File: config.mk
export PLATFORM = sky130hd
export DESIGN_NAME = wav_header_parser_flat
export DESIGN_NICKNAME = d
export VERILOG_FILES = /design/src/hw/rtl/whp_pkg.sv /design/src/hw/rtl/whp_req_if.sv /design/src/hw/rtl/whp_rsp_if.sv /design/src/hw/rtl/wav_header_parser.sv /design/src/hw/rtl/whp_front.sv /design/src/hw/rtl/whp_back.sv /design/src/flat_wrapper.sv
export SDC_FILE = /design/constraint.sdc
export NUM_CORES = 1
export LEC_CHECK = 0
export BUFFER_PORTS_ARGS = -buffer_cell sky130_fd_sc_hd__buf_2
export CORE_AREA = 2 2 172 242
export CTS_CLUSTER_DIAMETER = 30
export CTS_CLUSTER_SIZE = 10
export DETAILED_ROUTE_END_ITERATION = 6
export DIE_AREA = 0 0 174 244
export PLACE_DENSITY = 0.84
export SETUP_SLACK_MARGIN = 0.1
export SYNTH_ARGS = -nofsm -noshare
export SYNTH_HDL_FRONTEND = slang
export SYNTH_HIERARCHICAL = 1
export SYNTH_SLANG_ARGS = --single-unit
File: constraint.sdc
create_clock -name clock -period 11.47 [get_ports clock]
set_clock_uncertainty 0.15 [all_clocks]
set_input_delay 2.294 -clock clock [delete_from_list [all_inputs] [get_ports clock]]
set_output_delay 2.294 -clock clock [all_outputs]
set_load 0.01 [all_outputs]
File: src/hw/rtl/whp_pkg.sv
package whp_pkg;

   // Chunk tags as they appear in a little-endian 32-bit word
   localparam logic [31:0] TAG_RIFF = 32'h4646_4952;
   localparam logic [31:0] TAG_WAVE = 32'h4556_4157;
   localparam logic [31:0] TAG_FMT  = 32'h2074_6D66;
   localparam logic [31:0] TAG_DATA = 32'h6174_6164;

   // fmt chunk sizes and the accepted sample format
   localparam logic [31:0] FMT_MIN_SIZE  = 32'd16;
   localparam logic [31:0] FMT_EXT_SIZE  = 32'd18;
   localparam logic [15:0] PCM_FORMAT    = 16'd1;
   localparam logic [15:0] PCM_BITS      = 16'd16;
   localparam logic [15:0] CH_MONO       = 16'd1;
   localparam logic [15:0] CH_STEREO     = 16'd2;

   // Status codes of a result
   localparam logic [3:0] ST_OK        = 4'd0;
   localparam logic [3:0] ST_NO_RIFF   = 4'd1;
   localparam logic [3:0] ST_NO_WAVE   = 4'd2;
   localparam logic [3:0] ST_NO_FMT    = 4'd3;
   localparam logic [3:0] ST_FMT_SHORT = 4'd4;
   localparam logic [3:0] ST_TRUNC     = 4'd5;
   localparam logic [3:0] ST_TOO_BIG   = 4'd6;
   localparam logic [3:0] ST_NOT_PCM   = 4'd7;
   localparam logic [3:0] ST_BAD_CH    = 4'd8;
   localparam logic [3:0] ST_BAD_BITS  = 4'd9;
   localparam logic [3:0] ST_LAST      = ST_BAD_BITS;

   // Request queue between front and back
   localparam int QUEUE_DEPTH = 2;
   localparam int QUEUE_PTR_W = $clog2(QUEUE_DEPTH);
   localparam int QUEUE_CNT_W = $clog2(QUEUE_DEPTH + 1);

   typedef enum logic [3:0] {
      PH_IDLE,
      PH_RIFF_HDR,
      PH_WAVE,
      PH_FMT_HDR,
      PH_FORMAT,
      PH_CHANNELS,
      PH_RATE,
      PH_BYTE_RATE,
      PH_ALIGN,
      PH_BITS,
      PH_EXTRA_CNT,
      PH_EXTRA_SKP,
      PH_CHUNK_HDR,
      PH_CHUNK_SKP
   } phase_type;

   typedef struct packed {
      logic [7:0] data_byte;
      logic       first_of_file;
      logic       end_of_file;
   } req_item_type;

   typedef struct packed {
      logic [3:0]  status;
      logic [15:0] audio_format;
      logic [15:0] channels;
      logic [31:0] sample_rate;
      logic [31:0] byte_rate;
      logic [15:0] frame_bytes;
      logic [15:0] bits_per_sample;
      logic [31:0] data_size;
      logic [31:0] data_offset;
   } rsp_item_type;

   // Head of the request queue as the back end sees it
   typedef struct packed {
      logic         valid;
      req_item_type item;
   } queue_head_type;

endpackage

File: src/hw/rtl/whp_req_if.sv
interface whp_req_if
   import whp_pkg::*;
   ();
   logic         valid;
   logic         ready;
   req_item_type item;

   modport source (output valid, output item, input ready);
   modport sink (input valid, input item, output ready);
endinterface

File: src/hw/rtl/whp_rsp_if.sv
interface whp_rsp_if
   import whp_pkg::*;
   ();
   logic         valid;
   logic         ready;
   rsp_item_type item;

   modport source (output valid, output item, input ready);
   modport sink (input valid, input item, output ready);
endinterface

File: src/hw/rtl/wav_header_parser.sv
// WAV header parser: takes a WAV file as a byte stream, one byte per request,
// with first_of_file restarting the parse and end_of_file marking the last
// byte. It checks the RIFF, WAVE and fmt tags, captures the fmt fields, skips
// the fmt extra bytes and any chunk ahead of the data chunk, and gives one
// response per file carrying a status code, the fmt fields, the data size and
// the byte offset of the first sample. Bytes outside a file (before the first
// first_of_file, or after the response until the next first_of_file) are
// taken and dropped. Throughput is one byte per clock: a two-entry request
// queue feeds the parser, and the response sits in an output register. The
// parser stalls only while that register holds a response not yet taken;
// the deciding byte of a response passes through the request queue, and
// the response is then loaded into the output register.
module wav_header_parser
   import whp_pkg::*;
(
   input  logic      clock,
   input  logic      reset,
   whp_req_if.sink   req_ch,
   whp_rsp_if.source rsp_ch
);

   queue_head_type head;
   logic           pop;

   whp_front u_front (
      .clock     (clock),
      .reset     (reset),
      .req_valid (req_ch.valid),
      .req_item  (req_ch.item),
      .req_ready (req_ch.ready),
      .pop       (pop),
      .head      (head)
   );

   whp_back u_back (
      .clock     (clock),
      .reset     (reset),
      .head      (head),
      .pop       (pop),
      .rsp_ready (rsp_ch.ready),
      .rsp_valid (rsp_ch.valid),
      .rsp_item  (rsp_ch.item)
   );

endmodule

File: src/hw/rtl/whp_front.sv
module whp_front
   import whp_pkg::*;
(
   input  logic           clock,
   input  logic           reset,
   input  logic           req_valid,
   input  req_item_type   req_item,
   output logic           req_ready,
   input  logic           pop,
   output queue_head_type head
);

   req_item_type           q_mem_ff [QUEUE_DEPTH];
   logic [QUEUE_PTR_W-1:0] wr_ptr_ff, wr_ptr_in;
   logic [QUEUE_PTR_W-1:0] rd_ptr_ff, rd_ptr_in;
   logic [QUEUE_CNT_W-1:0] count_ff, count_in;
   logic                   push;

   // Accept a request whenever a slot is free
   assign req_ready = (count_ff != QUEUE_CNT_W'(QUEUE_DEPTH));
   assign push      = req_valid && req_ready;

   // Present the oldest request to the back end
   assign head.valid = (count_ff != '0);
   assign head.item  = q_mem_ff[rd_ptr_ff];

   // Advance pointers and occupancy
   always_comb begin
      wr_ptr_in = push ? QUEUE_PTR_W'(wr_ptr_ff + 1'b1) : wr_ptr_ff;
      rd_ptr_in = pop ? QUEUE_PTR_W'(rd_ptr_ff + 1'b1) : rd_ptr_ff;
      count_in  = count_ff;
      if (push && !pop) begin
         count_in = QUEUE_CNT_W'(count_ff + 1'b1);
      end else if (pop && !push) begin
         count_in = QUEUE_CNT_W'(count_ff - 1'b1);
      end
   end

   always_ff @(posedge clock) begin
      if (reset) begin
         wr_ptr_ff <= '0;
         rd_ptr_ff <= '0;
         count_ff  <= '0;
      end else begin
         wr_ptr_ff <= wr_ptr_in;
         rd_ptr_ff <= rd_ptr_in;
         count_ff  <= count_in;
      end
   end

   // Store the incoming request
   always_ff @(posedge clock) begin
      if (push) begin
         q_mem_ff[wr_ptr_ff] <= req_item;
      end
   end

endmodule

File: src/hw/rtl/whp_back.sv
module whp_back
   import whp_pkg::*;
(
   input  logic           clock,
   input  logic           reset,
   input  queue_head_type head,
   output logic           pop,
   input  logic           rsp_ready,
   output logic           rsp_valid,
   output rsp_item_type   rsp_item
);

   phase_type    phase_ff, phase_in;
   logic [2:0]   cnt_ff, cnt_in;
   logic [31:0]  tag_ff, tag_in;
   logic [31:0]  size_ff, size_in;
   logic [31:0]  riff_ff, riff_in;
   logic [31:0]  fmt_size_ff, fmt_size_in;
   logic [31:0]  skip_ff, skip_in;
   logic [31:0]  pos_ff, pos_in;
   logic [15:0]  format_ff, format_in;
   logic [15:0]  channels_ff, channels_in;
   logic [31:0]  rate_ff, rate_in;
   logic [31:0]  brate_ff, brate_in;
   logic [15:0]  align_ff, align_in;
   logic [15:0]  bits_ff, bits_in;
   logic         rsp_valid_ff, rsp_valid_in;
   rsp_item_type rsp_item_ff, rsp_item_in;

   // Current view of the state: a first byte starts from a cleared state
   logic         first;
   phase_type    cur_phase;
   logic [2:0]   cur_cnt;
   logic [31:0]  cur_tag, cur_size, cur_riff, cur_fmt_size, cur_skip, cur_pos;
   logic [15:0]  cur_format, cur_channels, cur_align, cur_bits;
   logic [31:0]  cur_rate, cur_brate;

   logic [31:0]  shift_word;
   logic [31:0]  tag_shift;
   logic [2:0]   cnt_inc;
   logic [31:0]  skip_dec;
   logic         hdr_done;
   logic         field_done;
   logic         wide_field;

   // Control outputs of the phase logic
   logic         emit;
   logic         found;
   logic [3:0]   status;
   logic         tag_en, size_en, pos_en;
   logic         ld_riff, ld_fmt, ld_format, ld_channels, ld_rate, ld_brate;
   logic         ld_align, ld_bits, ld_skip_size, ld_skip_extra, dec_skip;

   // Take the next request when the result register can hold what it gives
   assign pop = head.valid && (!rsp_valid_ff || rsp_ready);
   assign first = head.item.first_of_file;

   always_comb begin
      cur_phase    = first ? PH_RIFF_HDR : phase_ff;
      cur_cnt      = first ? '0 : cnt_ff;
      cur_tag      = first ? '0 : tag_ff;
      cur_size     = first ? '0 : size_ff;
      cur_riff     = first ? '0 : riff_ff;
      cur_fmt_size = first ? '0 : fmt_size_ff;
      cur_skip     = first ? '0 : skip_ff;
      cur_pos      = first ? '0 : pos_ff;
      cur_format   = first ? '0 : format_ff;
      cur_channels = first ? '0 : channels_ff;
      cur_rate     = first ? '0 : rate_ff;
      cur_brate    = first ? '0 : brate_ff;
      cur_align    = first ? '0 : align_ff;
      cur_bits     = first ? '0 : bits_ff;
   end

   // Shift the byte into the tag and size words
   assign shift_word = {head.item.data_byte, cur_size[31:8]};
   assign tag_shift  = {head.item.data_byte, cur_tag[31:8]};
   assign cnt_inc    = cur_cnt + 3'd1;
   assign skip_dec   = cur_skip - 32'd1;
   assign hdr_done   = (cur_cnt == 3'd7);
   assign wide_field = (cur_phase == PH_WAVE) || (cur_phase == PH_RATE) ||
                       (cur_phase == PH_BYTE_RATE);
   assign field_done = wide_field ? (cnt_inc >= 3'd4) : (cnt_inc >= 3'd2);

   // Next phase, counter and result decision
   always_comb begin
      phase_in      = phase_ff;
      cnt_in        = cnt_ff;
      emit          = 1'b0;
      found         = 1'b0;
      status        = ST_OK;
      tag_en        = 1'b0;
      size_en       = 1'b0;
      pos_en        = 1'b0;
      ld_riff       = 1'b0;
      ld_fmt        = 1'b0;
      ld_format     = 1'b0;
      ld_channels   = 1'b0;
      ld_rate       = 1'b0;
      ld_brate      = 1'b0;
      ld_align      = 1'b0;
      ld_bits       = 1'b0;
      ld_skip_size  = 1'b0;
      ld_skip_extra = 1'b0;
      dec_skip      = 1'b0;
      if (pop && (cur_phase != PH_IDLE)) begin
         pos_en   = 1'b1;
         phase_in = cur_phase;
         cnt_in   = cur_cnt;
         case (cur_phase)
            PH_RIFF_HDR, PH_FMT_HDR, PH_CHUNK_HDR: begin
               tag_en  = !cur_cnt[2];
               size_en = cur_cnt[2];
               cnt_in  = hdr_done ? 3'd0 : cnt_inc;
               if (hdr_done) begin
                  case (cur_phase)
                     PH_RIFF_HDR: begin
                        if (cur_tag != TAG_RIFF) begin
                           status = ST_NO_RIFF;
                           emit   = 1'b1;
                        end else begin
                           ld_riff  = 1'b1;
                           phase_in = PH_WAVE;
                        end
                     end
                     PH_FMT_HDR: begin
                        if (cur_tag != TAG_FMT) begin
                           status = ST_NO_FMT;
                           emit   = 1'b1;
                        end else if (shift_word < FMT_MIN_SIZE) begin
                           status = ST_FMT_SHORT;
                           emit   = 1'b1;
                        end else begin
                           ld_fmt   = 1'b1;
                           phase_in = PH_FORMAT;
                        end
                     end
                     default: begin
                        if (shift_word > cur_riff) begin
                           status = ST_TOO_BIG;
                           emit   = 1'b1;
                        end else if (cur_tag == TAG_DATA) begin
                           emit  = 1'b1;
                           found = 1'b1;
                           if (cur_format != PCM_FORMAT) begin
                              status = ST_NOT_PCM;
                           end else if (cur_channels != CH_MONO &&
                                        cur_channels != CH_STEREO) begin
                              status = ST_BAD_CH;
                           end else if (cur_bits != PCM_BITS) begin
                              status = ST_BAD_BITS;
                           end else begin
                              status = ST_OK;
                           end
                        end else begin
                           ld_skip_size = 1'b1;
                           phase_in = (shift_word != '0) ? PH_CHUNK_SKP : PH_CHUNK_HDR;
                        end
                     end
                  endcase
               end
            end
            PH_WAVE, PH_FORMAT, PH_CHANNELS, PH_RATE, PH_BYTE_RATE, PH_ALIGN,
            PH_BITS, PH_EXTRA_CNT: begin
               size_en = 1'b1;
               cnt_in  = field_done ? 3'd0 : cnt_inc;
               if (field_done) begin
                  case (cur_phase)
                     PH_WAVE: begin
                        if (shift_word != TAG_WAVE) begin
                           status = ST_NO_WAVE;
                           emit   = 1'b1;
                        end else begin
                           phase_in = PH_FMT_HDR;
                        end
                     end
                     PH_FORMAT: begin
                        ld_format = 1'b1;
                        phase_in  = PH_CHANNELS;
                     end
                     PH_CHANNELS: begin
                        ld_channels = 1'b1;
                        phase_in    = PH_RATE;
                     end
                     PH_RATE: begin
                        ld_rate  = 1'b1;
                        phase_in = PH_BYTE_RATE;
                     end
                     PH_BYTE_RATE: begin
                        ld_brate = 1'b1;
                        phase_in = PH_ALIGN;
                     end
                     PH_ALIGN: begin
                        ld_align = 1'b1;
                        phase_in = PH_BITS;
                     end
                     PH_BITS: begin
                        ld_bits  = 1'b1;
                        phase_in = (cur_fmt_size >= FMT_EXT_SIZE) ? PH_EXTRA_CNT
                                                                  : PH_CHUNK_HDR;
                     end
                     default: begin
                        ld_skip_extra = 1'b1;
                        phase_in = (shift_word[31:16] != '0) ? PH_EXTRA_SKP
                                                             : PH_CHUNK_HDR;
                     end
                  endcase
               end
            end
            PH_EXTRA_SKP, PH_CHUNK_SKP: begin
               dec_skip = 1'b1;
               if (skip_dec == '0) begin
                  phase_in = PH_CHUNK_HDR;
               end
            end
            default: begin
               phase_in = PH_IDLE;
            end
         endcase
         // Report truncation when the file ends before a decision
         if (!emit && head.item.end_of_file && phase_in != PH_IDLE) begin
            status = ST_TRUNC;
            emit   = 1'b1;
         end
         if (emit) begin
            phase_in = PH_IDLE;
         end
      end
   end

   // Update the data path registers
   always_comb begin
      tag_in      = pop ? cur_tag : tag_ff;
      size_in     = pop ? cur_size : size_ff;
      riff_in     = pop ? cur_riff : riff_ff;
      fmt_size_in = pop ? cur_fmt_size : fmt_size_ff;
      skip_in     = pop ? cur_skip : skip_ff;
      pos_in      = pop ? cur_pos : pos_ff;
      format_in   = pop ? cur_format : format_ff;
      channels_in = pop ? cur_channels : channels_ff;
      rate_in     = pop ? cur_rate : rate_ff;
      brate_in    = pop ? cur_brate : brate_ff;
      align_in    = pop ? cur_align : align_ff;
      bits_in     = pop ? cur_bits : bits_ff;
      if (tag_en) begin
         tag_in = tag_shift;
      end
      if (size_en) begin
         size_in = shift_word;
      end
      if (pos_en) begin
         pos_in = cur_pos + 32'd1;
      end
      if (ld_riff) begin
         riff_in = shift_word;
      end
      if (ld_fmt) begin
         fmt_size_in = shift_word;
      end
      if (ld_format) begin
         format_in = shift_word[31:16];
      end
      if (ld_channels) begin
         channels_in = shift_word[31:16];
      end
      if (ld_rate) begin
         rate_in = shift_word;
      end
      if (ld_brate) begin
         brate_in = shift_word;
      end
      if (ld_align) begin
         align_in = shift_word[31:16];
      end
      if (ld_bits) begin
         bits_in = shift_word[31:16];
      end
      if (ld_skip_size) begin
         skip_in = shift_word;
      end else if (ld_skip_extra) begin
         skip_in = {16'd0, shift_word[31:16]};
      end else if (dec_skip) begin
         skip_in = skip_dec;
      end
   end

   // Load the result register, drop it once taken
   always_comb begin
      rsp_item_in  = rsp_item_ff;
      rsp_valid_in = rsp_valid_ff && !rsp_ready;
      if (emit) begin
         rsp_valid_in                = 1'b1;
         rsp_item_in.status          = status;
         rsp_item_in.audio_format    = format_in;
         rsp_item_in.channels        = channels_in;
         rsp_item_in.sample_rate     = rate_in;
         rsp_item_in.byte_rate       = brate_in;
         rsp_item_in.frame_bytes     = align_in;
         rsp_item_in.bits_per_sample = bits_in;
         rsp_item_in.data_size       = found ? shift_word : '0;
         rsp_item_in.data_offset     = found ? pos_in : '0;
      end
   end

   assign rsp_valid = rsp_valid_ff;
   assign rsp_item  = rsp_item_ff;

   always_ff @(posedge clock) begin
      if (reset) begin
         phase_ff     <= PH_IDLE;
         cnt_ff       <= '0;
         rsp_valid_ff <= 1'b0;
      end else begin
         phase_ff     <= phase_in;
         cnt_ff       <= cnt_in;
         rsp_valid_ff <= rsp_valid_in;
      end
   end

   always_ff @(posedge clock) begin
      tag_ff      <= tag_in;
      size_ff     <= size_in;
      riff_ff     <= riff_in;
      fmt_size_ff <= fmt_size_in;
      skip_ff     <= skip_in;
      pos_ff      <= pos_in;
      format_ff   <= format_in;
      channels_ff <= channels_in;
      rate_ff     <= rate_in;
      brate_ff    <= brate_in;
      align_ff    <= align_in;
      bits_ff     <= bits_in;
      rsp_item_ff <= rsp_item_in;
   end

endmodule

File: src/flat_wrapper.sv
// flat-port wrapper written by rule: the top's interface ports become plain ports
module wav_header_parser_flat import whp_pkg::*;
  (clock, reset, req_ch_valid, req_ch_item, req_ch_ready, rsp_ch_valid, rsp_ch_item, rsp_ch_ready);
  whp_req_if req_ch_i ();
  whp_rsp_if rsp_ch_i ();
  input  logic clock;
  input  logic reset;
  input wire logic [$bits(req_ch_i.valid)-1:0] req_ch_valid;
  input wire logic [$bits(req_ch_i.item)-1:0] req_ch_item;
  output wire logic [$bits(req_ch_i.ready)-1:0] req_ch_ready;
  output wire logic [$bits(rsp_ch_i.valid)-1:0] rsp_ch_valid;
  output wire logic [$bits(rsp_ch_i.item)-1:0] rsp_ch_item;
  input wire logic [$bits(rsp_ch_i.ready)-1:0] rsp_ch_ready;
  assign req_ch_i.valid = req_ch_valid;
  assign req_ch_i.item = req_ch_item;
  assign req_ch_ready = req_ch_i.ready;
  assign rsp_ch_valid = rsp_ch_i.valid;
  assign rsp_ch_item = rsp_ch_i.item;
  assign rsp_ch_i.ready = rsp_ch_ready;
  wav_header_parser u_core (.clock(clock), .reset(reset), .req_ch(req_ch_i), .rsp_ch(rsp_ch_i));
endmodule
# ---- Word level (Yosys, flattened, before mapping)
# Memory sizes are Yosys's and may differ from the RTL's. A register that Yosys moved wholly into a read port is not among the register bits.
# Index checks and enable logic that the tools add are counted.
dict set report totals {
  register_bits 520
  mem_bits_rw 20
  in_bits 14
  out_inout_bits 198
  wordCells 256
  mem_count 1
}
dict set report op_classes {
  n_addsub 7
  n_lt_le_gt_ge 5
  eq_ne 23
  muxes 155
  bitwise 1
  reduce_logical 36
}
# memory depth width rd rd_ports_with_merged_regs write_ports line
set memory_table {}
lappend memory_table {u_core.u_front.q_mem_ff 2 10 1 1 1 whp_front.sv:13} ;# req_item_type q_mem_ff [QUEUE_DEPTH];
# operator count
set op_table {}
lappend op_table {{32-bit two-way mux} 26}
lappend op_table {{16-bit two-way mux} 12}
lappend op_table {{1-bit two-way mux} 77}
lappend op_table {{4-bit two-way mux} 18}
lappend op_table {{32-bit by 31-bit != test with 1-bit output (second input constant)} 2}
lappend op_table {{32-bit by 1-bit adder with 32-bit output (second input constant)} 1}
lappend op_table {{32-bit by 31-bit equality test with 1-bit output (second input constant)} 1}
lappend op_table {{32-bit by 5-bit >= comparator with 1-bit output (second input constant)} 1}
lappend op_table {{32-bit greater-than comparator} 1}
lappend op_table {{32-bit zero test} 1}
lappend op_table {{32-bit by 5-bit less-than comparator with 1-bit output (second input constant)} 1}
lappend op_table {{16-bit by 1-bit != test with 1-bit output (second input constant)} 2}
lappend op_table {{32-bit by 30-bit != test with 1-bit output (second input constant)} 1}
lappend op_table {{32-bit nonzero test} 1}
lappend op_table {{32-bit by 1-bit subtractor with 32-bit output (second input constant)} 1}
lappend op_table {{4-bit one-hot mux with 7 select lines} 1}
lappend op_table {{4-bit equality test (second input constant)} 6}
lappend op_table {{3-bit two-way mux} 8}
lappend op_table {{4-bit one-hot mux with 2 select lines} 3}
lappend op_table {{4-bit by 3-bit equality test with 1-bit output (second input constant)} 4}
lappend op_table {{16-bit by 2-bit != test with 1-bit output (second input constant)} 1}
lappend op_table {{16-bit by 5-bit != test with 1-bit output (second input constant)} 1}
lappend op_table {{16-bit nonzero test} 1}
lappend op_table {{4-bit one-hot mux with 3 select lines} 1}
lappend op_table {{other kinds (23)} 55}

# ---- Longest topological paths before layout
# Gate-level depths: netlist of the first run.
dict set report depth {
  depth_word 15
  depth_mapped 23
  ltp_nobuf 13
}

# ---- By module
# The synthesis of the first run kept the hierarchy.
# mod n_inst cells_per_inst area_per_inst_um2 seq_area_each_um2
set by_module_without_submodules {}
lappend by_module_without_submodules {whp_back 1 2122 23009.6 13783.2}
lappend by_module_without_submodules {whp_front 1 55 947.2 700.7}

# ---- Worst setup path before layout of the first run
# OpenSTA, ideal clock, no wires.
dict set report synth_timing {
  path_kind {reg2reg}
  startpoint {reg (tool-made name)}
  endpoint {reg u_core.u_back.rsp_item_ff, in the netlist u_core/u_back/rsp_item[0], enable pin}
  setup_ps 548
  arrival_ps 7602
  required_time_ps 10772
  slack_ps 3170
  stages_incl_launch_ff 19
  n_path_buf 7
  period_less_slack_ps 8300
  cell_sequence {dfxtp_1 -> buf_2 -> mux2_2 -> buf_6 -> buf_6 -> inv_1 -> clkbuf_1 -> clkbuf_1 -> clkbuf_1 -> buf_1 -> nand2_1 -> ha_1 -> nand4_1 -> nor4_2 -> o2111ai_1 -> nand3_2 -> o2bb2ai_1 -> nand2b_1 -> inv_1}
}
# element line
set synth_rtl {}
lappend synth_rtl {{end signal: assignment} whp_back.sv:333} ;# rsp_item_ff <= rsp_item_in;
lappend synth_rtl {{end: declaration} whp_back.sv:28} ;# rsp_item_type rsp_item_ff, rsp_item_in;

==> out/results.tsv, run 1 <==
metric	value	unit
status	completed	
Clk network pwr share	0.317	
RSZ-0062 raised after global routing	false	
FP Rows	87	
Fillers	2857	
I/O Buffers	211	
worst path cell trace	mux2_4, inv_2, buf_4, nand2_1, ha_1, nand4_1, nor4_2, o2111ai_1, nand3_2, o2bb2ai_1, nand2b_1, clkinv_4, buf_4, buf_4	
Sink Count	540	
Fin. Hold Viols	0	
minimum clock period	7.47	ns
Max clock buf depth	3	
GRT Total Usage	0.323	
Worst Hold Class	reg2reg	
core area	40100	um2
CTS tree	yes	
drt total wl	69800	um
DIE WIDTH	174	um
library cells used by synthesis	87	
leakage	10.3	nW
slowest stage delay, CP	0.80	ns
layout cells sized above 1	0.178	
worst-margin pin slew	1.26	ns
Worst Path Arrival	7.56	ns
initial cell density of the core	0.598	
Final setup violation count	0	
total CTS buffers	83	
Final ANT Viol Nets	0	
Synth area leader	edfxtp_1	
Switch Pwr	2.93	mW
cell family with most CP delay	buffers and inverters	
Placer Congestion	0.993	
largest net degree at the start of global routing	91	
most common cell in the synthesized netlist	edfxtp_1	
Clock Tree Root	clkbuf_16	
FMAX	0.134	GHz
Startpoint Class	flop	
Buf+Inv Stages, Crit Path	5	
via count	19000	
die area	42500	um2
CTS hold repair buffers	0	
Seq pwr share	0.402	
Synth Area per Inst	11.0	um2
maximum vdd ir drop	0.000213	V
internal power	4.96	mW
synth-to-layout area growth	17.2	%
CTS H-tree lvls	3	
Setup TNS	0	ns
first-pass GRT wire length	106000	um
Synth Area in Adders	0.0198	
CP max-delay cell	buf_4	
post-synthesis mux area share	0.0358	
Final Cycle Share	0.651	
Ys Warns	6	
EDFF count, synth	367	
Area contributors post-synth	edfxtp_1, dfxtp_1, o21ai_0, nand3_1, nand2_1	
# nets final	2403	
Max-cap violations	0	
Crit. End Element	flop	
Net Sw Frac	0.371	
pwr dens	281	nW/um2
post-CTS setup repair buffer count	0	
Syn Nets	2229	
DRC Markers	0	
cts repair resizes	0	
register area share after synthesis	0.605	
combinational family with the most area after synthesis	simple AND/OR/NAND/NOR gates	
vias in the first global route	18600	
Synth Flop Type	edfxtp_1	
post-synth top area share	0.460	
Mapped Cells	2177	
Top Ports	212	
Compound-Gate Fraction of Synth Area	0.112	
WS Path Type	reg2reg	
combinational power share	0.282	
hpwl dp	45600	um
worst skew pair latency	0.63	ns
Post-Synth XOR/XNOR Area	0.0128	
antenna violations before repair	1	
clock-pin slew on the worst setup and hold paths	0.05	ns
max-slew violations	0	
number of synthesized register bits	540	
Worst Path Required	11.56	ns
Post-Syn Area	24000	um2
DR WL/cell	23.6	um
n_diodes	0	
Initial DRT Pass Iterations	5	
total power	7.90	mW
crit-path max FO	75	
ys async rst share	0	
crit-path most repeated cell	buf_4	
vias per cell	6.43	
relative slew slack	0.159	
GRT Residual Overflow	0	
simple-gate share of the synthesized area	0.180	
Die Span Y	244	um
1st-iter DRT viols	2315	
synth cell count leaders	edfxtp_1, nand2_1, o21ai_0, nand3_1, dfxtp_1	
-- power by group through the flow --
| stage | logic (mW) | registers, mW | clock network, mW |
|---|---|---|---|
| 5_1_grt | 2.39 | 3.20 | 2.61 |
| 4_1_cts | 2.18 | 3.15 | 2.52 |
| 3_3_place_gp | 2.10 | 3.17 | 0 |
| 3_5_place_dp | 2.16 | 3.18 | 0 |
| 2_1_floorplan | 1.45 | 3.07 | 0 |
| 6_report | 2.22 | 3.17 | 2.50 |
-- registers in the layout (all words and copies together) (netlist names), named ones only --
signal                     flops
u_core/u_back/phase_ff         4
u_core/u_back/format_ff       16
u_core/u_back/cnt_ff           3
u_core/u_back/rsp_valid        1
u_core/u_front/q_mem_ff       20
u_core/u_back/rsp_item       196
u_core/u_back/align_ff        16
u_core/u_back/rate_ff         32
u_core/u_front/count_ff        2
u_core/u_front/wr_ptr_ff       1
u_core/u_back/pos_ff          32
u_core/u_back/brate_ff        32
u_core/u_back/skip_ff         32
u_core/u_front/rd_ptr_ff       1
u_core/u_back/channels_ff     16
u_core/u_back/fmt_size_ff     31
u_core/u_back/riff_ff         32
u_core/u_back/size_ff         24
u_core/u_back/bits_ff         16
u_core/u_back/tag_ff          32
-- logic make-up after synthesis --
| group | after synthesis |
|---|---|
| simple gates | 838 |
| flops | 540 |
| compound gates | 444 |
| buf+inv | 198 |
| mux | 84 |
| fa+ha+maj | 38 |
| xor+xnor | 35 |
-- cells in the final DEF, fill, tap and decap left out, types with 70 or more instances in the layout --
cell type	Yosys	routed
a21oi_1	89	89
buf_2	33	211
clkbuf_16	0	84
dfxtp_1	173	173
edfxtp_1	367	367
mux2i_1	70	70
nand2_1	233	232
nand3_1	175	174
nor2_1	131	131
o21ai_0	209	209
-- tightest hold or removal path, cell delays in order (launching register included) --
cell and delay, ns:
dfxtp_1 0.31, nand2_1 0.05, a21oi_1 0.05
-- path summary, 6_finish.rpt --
check | from | endpoint | slack, ns | cells after the start
worst max-delay path | flop | u_core/u_back/rsp_item[113] | 4.00 | 14
worst min-delay path | u_core/u_back/cnt_ff[0] | u_core/u_back/cnt_ff[0] | 0.31 | 2
worst max register to register | flop | u_core/u_back/rsp_item[113] | 4.00 | 14
worst min register to register | u_core/u_back/cnt_ff[0] | u_core/u_back/cnt_ff[0] | 0.31 | 2
-- layout make-up --
type / count / area [um2] / area share
sequential: 540 / 14500 / 0.516
multi-input combinational: 1439 / 8670 / 0.309
clock buffer: 115 / 2270 / 0.0808
timing repair buffer: 235 / 1240 / 0.0440
tap: 534 / 668 / 0.0238
clock inverter: 41 / 554 / 0.0197
inverter: 52 / 200 / 0.00713
-- routing by layer --
| metal | wire (um) | GRT usage | up-vias | part of all wire |
|---|---|---|---|---|
| li1 | - | - | 8448 | - |
| met1 | 24700 | 0.375 | 9134 | 0.35 |
| met2 | 34900 | 0.555 | 1152 | 0.50 |
| met3 | 5400 | 0.0527 | 259 | 0.077 |
| met4 | 4750 | 0.215 | 2 | 0.068 |
| met5 | 9 | 0 | - | 0.00013 |
-- per-stage QoR --
step                      instances   util  setup slack, ns  area, um2  hold WS (ns)
after CTS                      2956  0.701             4.18      28100         0.305
after global placement         2800  0.631             4.40      25300         0.284
final                          2956  0.701             4.00      28100         0.311
after detailed placement       2800  0.631             4.19      25300         0.294
after global routing           2956  0.701             3.72      28100         0.332
after floorplan                2177      -             3.17      24000         0.271
No activity file was read; power rests on OpenSTA's default activity.
==> inputs of run 2 (changes only) <==
--- a/config.mk
+++ b/config.mk
@@ -6,12 +6,12 @@
 export NUM_CORES = 1
 export LEC_CHECK = 0
 export BUFFER_PORTS_ARGS = -buffer_cell sky130_fd_sc_hd__buf_2
-export CORE_AREA = 2 2 172 242
+export CORE_AREA = 2 2 182 255
 export CTS_CLUSTER_DIAMETER = 30
 export CTS_CLUSTER_SIZE = 10
 export DETAILED_ROUTE_END_ITERATION = 6
-export DIE_AREA = 0 0 174 244
-export PLACE_DENSITY = 0.84
+export DIE_AREA = 0 0 184 257
+export PLACE_DENSITY = 0.79
 export SETUP_SLACK_MARGIN = 0.1
 export SYNTH_ARGS = -nofsm -noshare
 export SYNTH_HDL_FRONTEND = slang
==> constraint.sdc (replaced) <==
create_clock -name clock -period 6.6 [get_ports clock]
set_clock_uncertainty 0.15 [all_clocks]
set_input_delay 1.32 -clock clock [delete_from_list [all_inputs] [get_ports clock]]
set_output_delay 1.32 -clock clock [all_outputs]
set_load 0.01 [all_outputs]
==> run 2 against run 1 <==
- count of clock-buffer cells in the layout shrank 2
- clock power rose by 78%
- non-clock buffer count grew 9
- die area rose by 11%
- core utilization is 6.8 points lower
- fmax increased by 43%
- combinational power up 81%
- register-to-register slack got worse by 2.6 ns
- critical path depth did not move
- critical path type unchanged
- highest routed layer is now met4
==> out/results.tsv, run 2 (synthesized netlist as in run 1, its figures left out) <==
metric	value	unit	change
status	completed		
Buf+Inv Stages, Crit Path	4		-1
1st-iter DRT viols	2013		-13%
DR WL/cell	23.2	um	-1.8%
Top Ports	212		unchanged
Fillers	3451		+21%
core area	44900	um2	+12%
GRT busiest layer	met2		
Final Cycle Share	0.794		+0.142
FMAX	0.191	GHz	+43%
CTS tree	yes		
crit-path max FO	99		+32%
total CTS buffers	87		+4.8%
CP max-delay cell	dfxtp_2		
DIE WIDTH	184	um	+5.7%
drt total wl	69700	um	-0.26%
layout cells sized above 1	0.191		+0.0128
Startpoint Class	flop		
# nets final	2416		+0.54%
Fin. Hold Viols	0		unchanged
Clock Tree Root	clkbuf_16		
met2 track demand over resource	0.492		-0.0631
via count	18800		-1.1%
FP Rows	92		+5.7%
Multi-input gate area	8750	um2	+0.88%
worst-margin pin slew	1.21	ns	-0.0497 ns
Max clock buf depth	3		unchanged
total power	13.9	mW	+76%
I/O Buffers	211		unchanged
cell family with most CP delay	buffers and inverters		
vias in the first global route	18400		-0.96%
Max-cap violations	0		unchanged
worst path cell trace	mux2_4, inv_4, buf_4, nand2_1, ha_1, nand4_1, nor4_2, nand3_1, o2111ai_1, nand3_2, o2bb2ai_2, nand2b_4, clkinvlp_4, buf_12		
CP Depth	14		unchanged
antenna violations before repair	0		-1
RSZ-0062 raised after global routing	false		
met1 GRT Util	0.339		-0.0356
hpwl dp	46100	um	+1.3%
Final setup violation count	0		unchanged
commonest non-fill, non-tap cell in the layout	edfxtp_1		
FF+latch area	14500	um2	about the same
setup slack, reg-to-reg	1.36	ns	-2.64 ns
Worst Path Arrival	5.35	ns	-2.21 ns
number of flip-flops in the largest register	196		unchanged
CTS hold repair buffers	0		unchanged
worst skew pair latency	0.63	ns	about the same
vias per cell	6.26		-2.6%
Die Span Y	257	um	+5.3%
cts repair resizes	0		unchanged
Crit. End Element	flop		
first-pass GRT wire length	106000	um	-0.43%
Worst Hold Class	reg2reg		
Initial DRT Pass Iterations	6		+1
GRT Total Usage	0.291		-0.0329
post-CTS setup repair buffer count	0		unchanged
synth-to-layout area growth	18.6	%	
length in cells of the worst reg-to-reg path	14		unchanged
max-slew violations	0		unchanged
Hold Path Depth	2		unchanged
Sink Count	540		unchanged
initial cell density of the core	0.534		-0.0644
slowest stage delay, CP	0.46	ns	-0.34 ns
maximum vdd ir drop	0.000323	V	+52%
WS Path Type	reg2reg		
Placer Congestion	0.966		-2.7%
GRT met3 Usage	0.0514		-0.00133
CTS H-tree lvls	3		unchanged
pwr dens	489	nW/um2	+74%
relative slew slack	0.192		+0.0331
leakage	10.5	nW	+1.5%
largest net degree at the start of global routing	147		+62%
most frequent cells in the layout	edfxtp_1, nand2_1, buf_2, o21ai_0, nand3_1		
clock-pin slew on the worst setup and hold paths	0.05	ns	about the same
minimum clock period	5.24	ns	-2.23 ns
GRT Residual Overflow	0		unchanged
Final ANT Viol Nets	0		unchanged
die area	47300	um2	+11%
n_diodes	0		unchanged
DRC Markers	0		unchanged
Worst Path Required	6.71	ns	-4.85 ns
final core area utilization	0.633		-0.0680
Setup TNS	0	ns	unchanged
run 2: cell types whose count changed in the layout (fill, tap and decap cells not counted), moves of 3 or more:
cell	before	now
clkbuf_1	26	19
clkinv_4	1	8
clkbuf_16	84	90
clkinv_2	7	13
buf_4	24	29
buf_12	0	4
inv_4	1	5
nand2_1	232	228
clkinvlp_4	8	5
ha_1	38	35
run 2: path summary, 6_finish.rpt:
check,end,start
worst max-delay path,u_core/u_back/rsp_item[91],flop
worst min-delay path,u_core/u_back/cnt_ff[0],u_core/u_back/cnt_ff[0]
worst max register to register,u_core/u_back/rsp_item[91],flop
worst min register to register,u_core/u_back/cnt_ff[0],u_core/u_back/cnt_ff[0]
run 2: final cells by class:
cell class                 instances  area share
sequential                       540       0.510
inverter                          52     0.00718
tap                              564      0.0248
multi-input combinational       1439       0.308
clock buffer                     113      0.0837
clock inverter                    50      0.0191
timing repair buffer             244      0.0476
run 2: worst min-delay path, cell delays in order (launching register included):
cell and delay [ns]:
dfxtp_1 0.30, nand2_1 0.05, a21oi_1 0.05
run 2: per-layer routing:
layer / up-vias / part of all wire
met4: 0 / 0.064
met3: 240 / 0.073
li1: 8455 / -
met1: 9105 / 0.37
met2: 985 / 0.50
met5: - / 0
run 2: through the flow:
step	worst slack, ns	std cells	hold slack [ns]	area, um2
after floorplan	-0.119	2177	0.271	24200
after global placement	1.64	2839	0.289	25500
after detailed placement	1.57	2839	0.289	25500
after CTS	1.54	3002	0.296	28400
after global routing	1.19	3002	0.343	28400
final	1.36	3002	0.306	28400
run 2: where the power goes:
part           leakage, nW  internal, mW  switching (mW)
clock network         1.42          2.79            1.65
logic                 4.16          1.18            2.83
registers             4.88          4.78           0.677
total                 10.5          8.75            5.16
